[config.mk]
export PLATFORM = sky130hd
export DESIGN_NAME = odo_mul
export DESIGN_NICKNAME = d
export VERILOG_FILES = /design/src/rtl/odo_pkg.sv /design/src/rtl/odo_mul.sv
export SDC_FILE = /design/constraint.sdc
export NUM_CORES = 2
export LEC_CHECK = 0
export ABC_AREA = 1
export BUFFER_PORTS_ARGS = -buffer_cell sky130_fd_sc_hd__buf_2
export CELL_PAD_IN_SITES_DETAIL_PLACEMENT = 0
export CELL_PAD_IN_SITES_GLOBAL_PLACEMENT = 2
export CORE_MARGIN = 5
export CORE_UTILIZATION = 43
export CTS_CLUSTER_SIZE = 16
export DETAILED_ROUTE_END_ITERATION = 6
export PLACE_DENSITY = 0.95
export RECOVER_POWER = 50
export SLEW_MARGIN = 20
export SYNTH_ARGS = -nofsm -noshare
export SYNTH_HDL_FRONTEND = slang
export SYNTH_SLANG_ARGS = --single-unit
[constraint.sdc]
create_clock -name clk -period 15.25 [get_ports clk]
set_input_delay 0.7625 -clock clk [delete_from_list [all_inputs] [get_ports clk]]
set_output_delay 0.7625 -clock clk [all_outputs]
set_load 0.01 [all_outputs]
[src/rtl/odo_pkg.sv]
// Shared types, constants and helper functions for the wheel encoder odometry block.
// No dependencies; every other RTL file imports this package.
`default_nettype none

package odo_pkg;

    localparam int CORDIC_STEPS    = 16;
    localparam int ANGLE_TABLE_LEN = 30;
    localparam int STEP_W          = 5;
    localparam int PROD_W          = 66;
    localparam int OPND_W          = 33;
    localparam int ADDR_W          = 3;

    localparam logic signed [31:0] CORDIC_GAIN_Q30 = 32'sd652032874;

    localparam logic [1:0] CMD_LEFT   = 2'd0;
    localparam logic [1:0] CMD_RIGHT  = 2'd1;
    localparam logic [1:0] CMD_UPDATE = 2'd2;
    localparam logic [1:0] CMD_CLEAR  = 2'd3;

    localparam logic REG_MM_PER_TICK = 1'b0;
    localparam logic REG_TURN_SCALE  = 1'b1;

    typedef struct packed {
        logic        start;
        logic [31:0] angle;
    } cordic_req_t;

    typedef struct packed {
        logic               done;
        logic signed [31:0] cos_q30;
        logic signed [31:0] sin_q30;
    } cordic_rsp_t;

    // arctangent of 2^-i in units of 2^-32 turn
    function automatic logic signed [31:0] atan_turn(input logic [STEP_W-1:0] idx);
        logic signed [31:0] v;
        unique case (idx)
            5'd0:    v = 32'sd536870912;
            5'd1:    v = 32'sd316933406;
            5'd2:    v = 32'sd167458907;
            5'd3:    v = 32'sd85004756;
            5'd4:    v = 32'sd42667331;
            5'd5:    v = 32'sd21354465;
            5'd6:    v = 32'sd10679838;
            5'd7:    v = 32'sd5340245;
            5'd8:    v = 32'sd2670163;
            5'd9:    v = 32'sd1335087;
            5'd10:   v = 32'sd667544;
            5'd11:   v = 32'sd333772;
            5'd12:   v = 32'sd166886;
            5'd13:   v = 32'sd83443;
            5'd14:   v = 32'sd41722;
            5'd15:   v = 32'sd20861;
            5'd16:   v = 32'sd10430;
            5'd17:   v = 32'sd5215;
            5'd18:   v = 32'sd2608;
            5'd19:   v = 32'sd1304;
            5'd20:   v = 32'sd652;
            5'd21:   v = 32'sd326;
            5'd22:   v = 32'sd163;
            5'd23:   v = 32'sd81;
            5'd24:   v = 32'sd41;
            5'd25:   v = 32'sd20;
            5'd26:   v = 32'sd10;
            5'd27:   v = 32'sd5;
            5'd28:   v = 32'sd3;
            5'd29:   v = 32'sd1;
            default: v = 32'sd0;
        endcase
        return v;
    endfunction

    // clamp a wide signed value to the signed 32-bit range
    function automatic logic [31:0] sat32(input logic signed [PROD_W-1:0] v);
        logic [31:0] r;
        if (v > PROD_W'(64'sh0000_0000_7FFF_FFFF))
            r = 32'h7FFF_FFFF;
        else if (v < -PROD_W'(64'sh0000_0000_8000_0000))
            r = 32'h8000_0000;
        else
            r = v[31:0];
        return r;
    endfunction

endpackage

`default_nettype wire

[src/rtl/odo_mul.sv]
// Shared signed multiplier with a registered product.
// Depends on odo_pkg for operand and product widths.
`default_nettype none

module odo_mul
    import odo_pkg::*;
(
    input  wire logic                     clk,
    input  wire logic signed [OPND_W-1:0] opnd_a,
    input  wire logic signed [OPND_W-1:0] opnd_b,
    output logic signed [PROD_W-1:0]      prod
);

    logic signed [PROD_W-1:0] prod_reg;
    logic signed [PROD_W-1:0] prod_next;

    assign prod_next = PROD_W'(opnd_a) * PROD_W'(opnd_b);

    always_ff @(posedge clk)
    begin
        prod_reg <= prod_next;
    end

    assign prod = prod_reg;

endmodule

`default_nettype wire

==> out/metrics.yaml <==
global_route:
  overflow: 0
  grtUsageTotal: 0.2387
  grt_max_degree: 35
  antenna_found_initial: 8
  grt_pass1_vias: 36250
  grt_pass1_wl_mm: 199.2
layout:
  post-route-util: 0.4495
  drive_gt1_frac: 0.03115
  largest_reg_flops: 66
  area_delta_synth_final_pct: 3.961
  fin_cells: 6761
  multi_input_area_um2: 33730
  n_fill_cell: 10140
  fin_nets: 6881
  regArea_um2: 1321
placement:
  dp_hpwl_mm: 102.5
  gp_congestion: 0.9257
  port_buffers: 132
  pre_cts_ws_ps: 6633
  dp_cells: 6739
die:
  start_util: 0.4324
  num_rows: 116
  die-area_um2: 106800
  core-area_um2: 99860
  die_w_um: 326.9
  dieHeight_um: 326.9
  io_pins: 133
clocking:
  postCtsHoldBufs: 0
  cts_tree: "built"
  clk_path_buf_depth: 2
  root_buffer: "clkbuf_16"
  numCtsBuffers: 9
  cts_htree_levels: 3
  clk_pin_slew_ps: 60
  cts_setup_buffers: 0
  cts_resized: 0
  cts_sinks: 66
critical_path:
  worstPathMaxFanout: 33
  crit_required_ps: 15490
  worstSetupPathType: "in -> reg"
  cp-start-kind: "input port"
  worst_setup_path_end_kind: "register"
  worst_ep_arrival_time_ps: 8830
synthesis:
  synthesis.nets: 6978
  ys_ff_latch: 66
  synth_fa_ha_area_frac: 0.5938
  ys_types: 32
  syn_inst: 5549
  synth-edff-count: 0
  yosys_warnings: 0
  synth.mux.area_fraction: 0
  synth_top_cells_by_count: "inv_1, nand2_1, fa_1, clkbuf_1, ha_1"
  synth_top_family_by_area: "adder cells"
  synth-xor-area-share: 0.007911
  netlist_area_um2: 43180
  synth_ff_type: "dfxtp_1"
  ys_async_sr_fraction: 0
  synthSimpleGateAreaFrac: 0.1661
  yosysMostFrequentCell: "inv_1"
  synth_compound_gate_area_share: 0.01342
  synth_largest_area_cell: "fa_1"
  synth.avg_cell_area_um2: 7.781
  synth_top_area_frac: 0.5309
  seq_area_frac_synth: 0.03060
  synth_area_leaders: "fa_1, inv_1, nand2_1, ha_1, dfxtp_1"
routing:
  routedWlPerCell_um: 18.11
  finalWirelength_mm: 122.4
  drt-initial-drc-count: 1909
  drc_errors: 0
  via_per_inst: 4.779
  drtPass1Iterations: 6
  num_vias: 32310
  ant_nets: 0
sta:
  slew_viol_final: 34
  fin_crit_ps: 8593
  period_share: 0.5635
  final-setup-viol-count: 0
  max_freq_mhz: 116.4
  tns_ps: 0
  hold_violations: 0
  rsz0062_at_grt: "no"
  setup_ws_ps: 6657
  slew_headroom: -0.02969
  worst_pin_slew_ps: 1545
min_path:
  hp-class: "in -> reg"
status:
  failed_checks: "capacitance limit, slew limit"
  status: "complete, but fails checks"
flow_run:
  maxCapViolations: 1
placed cells by master, fill, tap and decap left out, types with 8 or more instances in the layout:
cell type and n:
ha_1 217, nor2_1 125, dfxtp_1 66, clkbuf_1 65
clkbuf_16 9, nor3_1 8, nand3_2 8, xor2_1 35
nand4_1 19, nand2_1 1523, nand2_2 15, buf_2 67
inv_1 1896, nand3_1 70, buf_4 23, a21oi_1 61
o21ai_0 18, o21bai_1 12, fa_1 1144, nor2_2 22
worst max-delay path, stage by stage:
cell and delay [ps]:
clkbuf_1 1090, nand2_1 230, inv_1 200, fa_1 500, fa_1 560, fa_1 940
inv_1 240, fa_1 610, fa_1 450, fa_1 580, fa_1 430, fa_1 550
inv_1 60, ha_1 350, a21oi_1 380, o21bai_1 140, nor2_1 230, nand2_1 150
a21oi_1 200, nand2_1 70, nand2_1 50, nand2_1 40
final cells by class:
cell class                      instances  share of cell area
Clock buffer                           10            0.005324
Tap cell                             1298             0.03618
Clock inverter                          6            0.001450
Multi-Input combinational cell       3318              0.7515
Timing Repair Buffer                  155             0.01675
Antenna cell                            6           0.0003345
Inverter                             1902              0.1591
Sequential cell                        66             0.02944
worst paths after layout:
kind | endpoint | start | depth (start not counted)
worst min-delay path | prod[0] | opnd_a[0] | 3
worst max-delay path | prod[63] | opnd_b[0] | 22
layer usage:
layer	vias up	track usage	share of wire	routed length, um
li1	14800	-	-	-
met1	16430	0.2895	0.39	47870
met2	818	0.4439	0.52	63850
met3	255	0.02615	0.048	5854
met4	4	0.07712	0.039	4835
met5	-	0	0.00022	27
per-stage QoR:
stage / instance area (um^2) / hold slack, ps
floorplan: 43180 / 1026
global route: 44870 / 926.5
CTS: 44950 / 928.6
detailed placement: 44650 / 1159
finish: 44890 / 909.0
global placement: 44650 / 1158
cell families (layout without fill, tap and decap cells):
logic type      count (synthesis)  count (layout)
compound gates                105             105
xor+xnor                       39              39
fa+ha+maj                    1362            1362
buf+inv                      2165            2073
flops                          66              66
other cells                     0               6
simple gates                 1812            1812
Power is not shown: default switching activity piles up to over one toggle a cycle in this logic, so the estimate is an artifact.
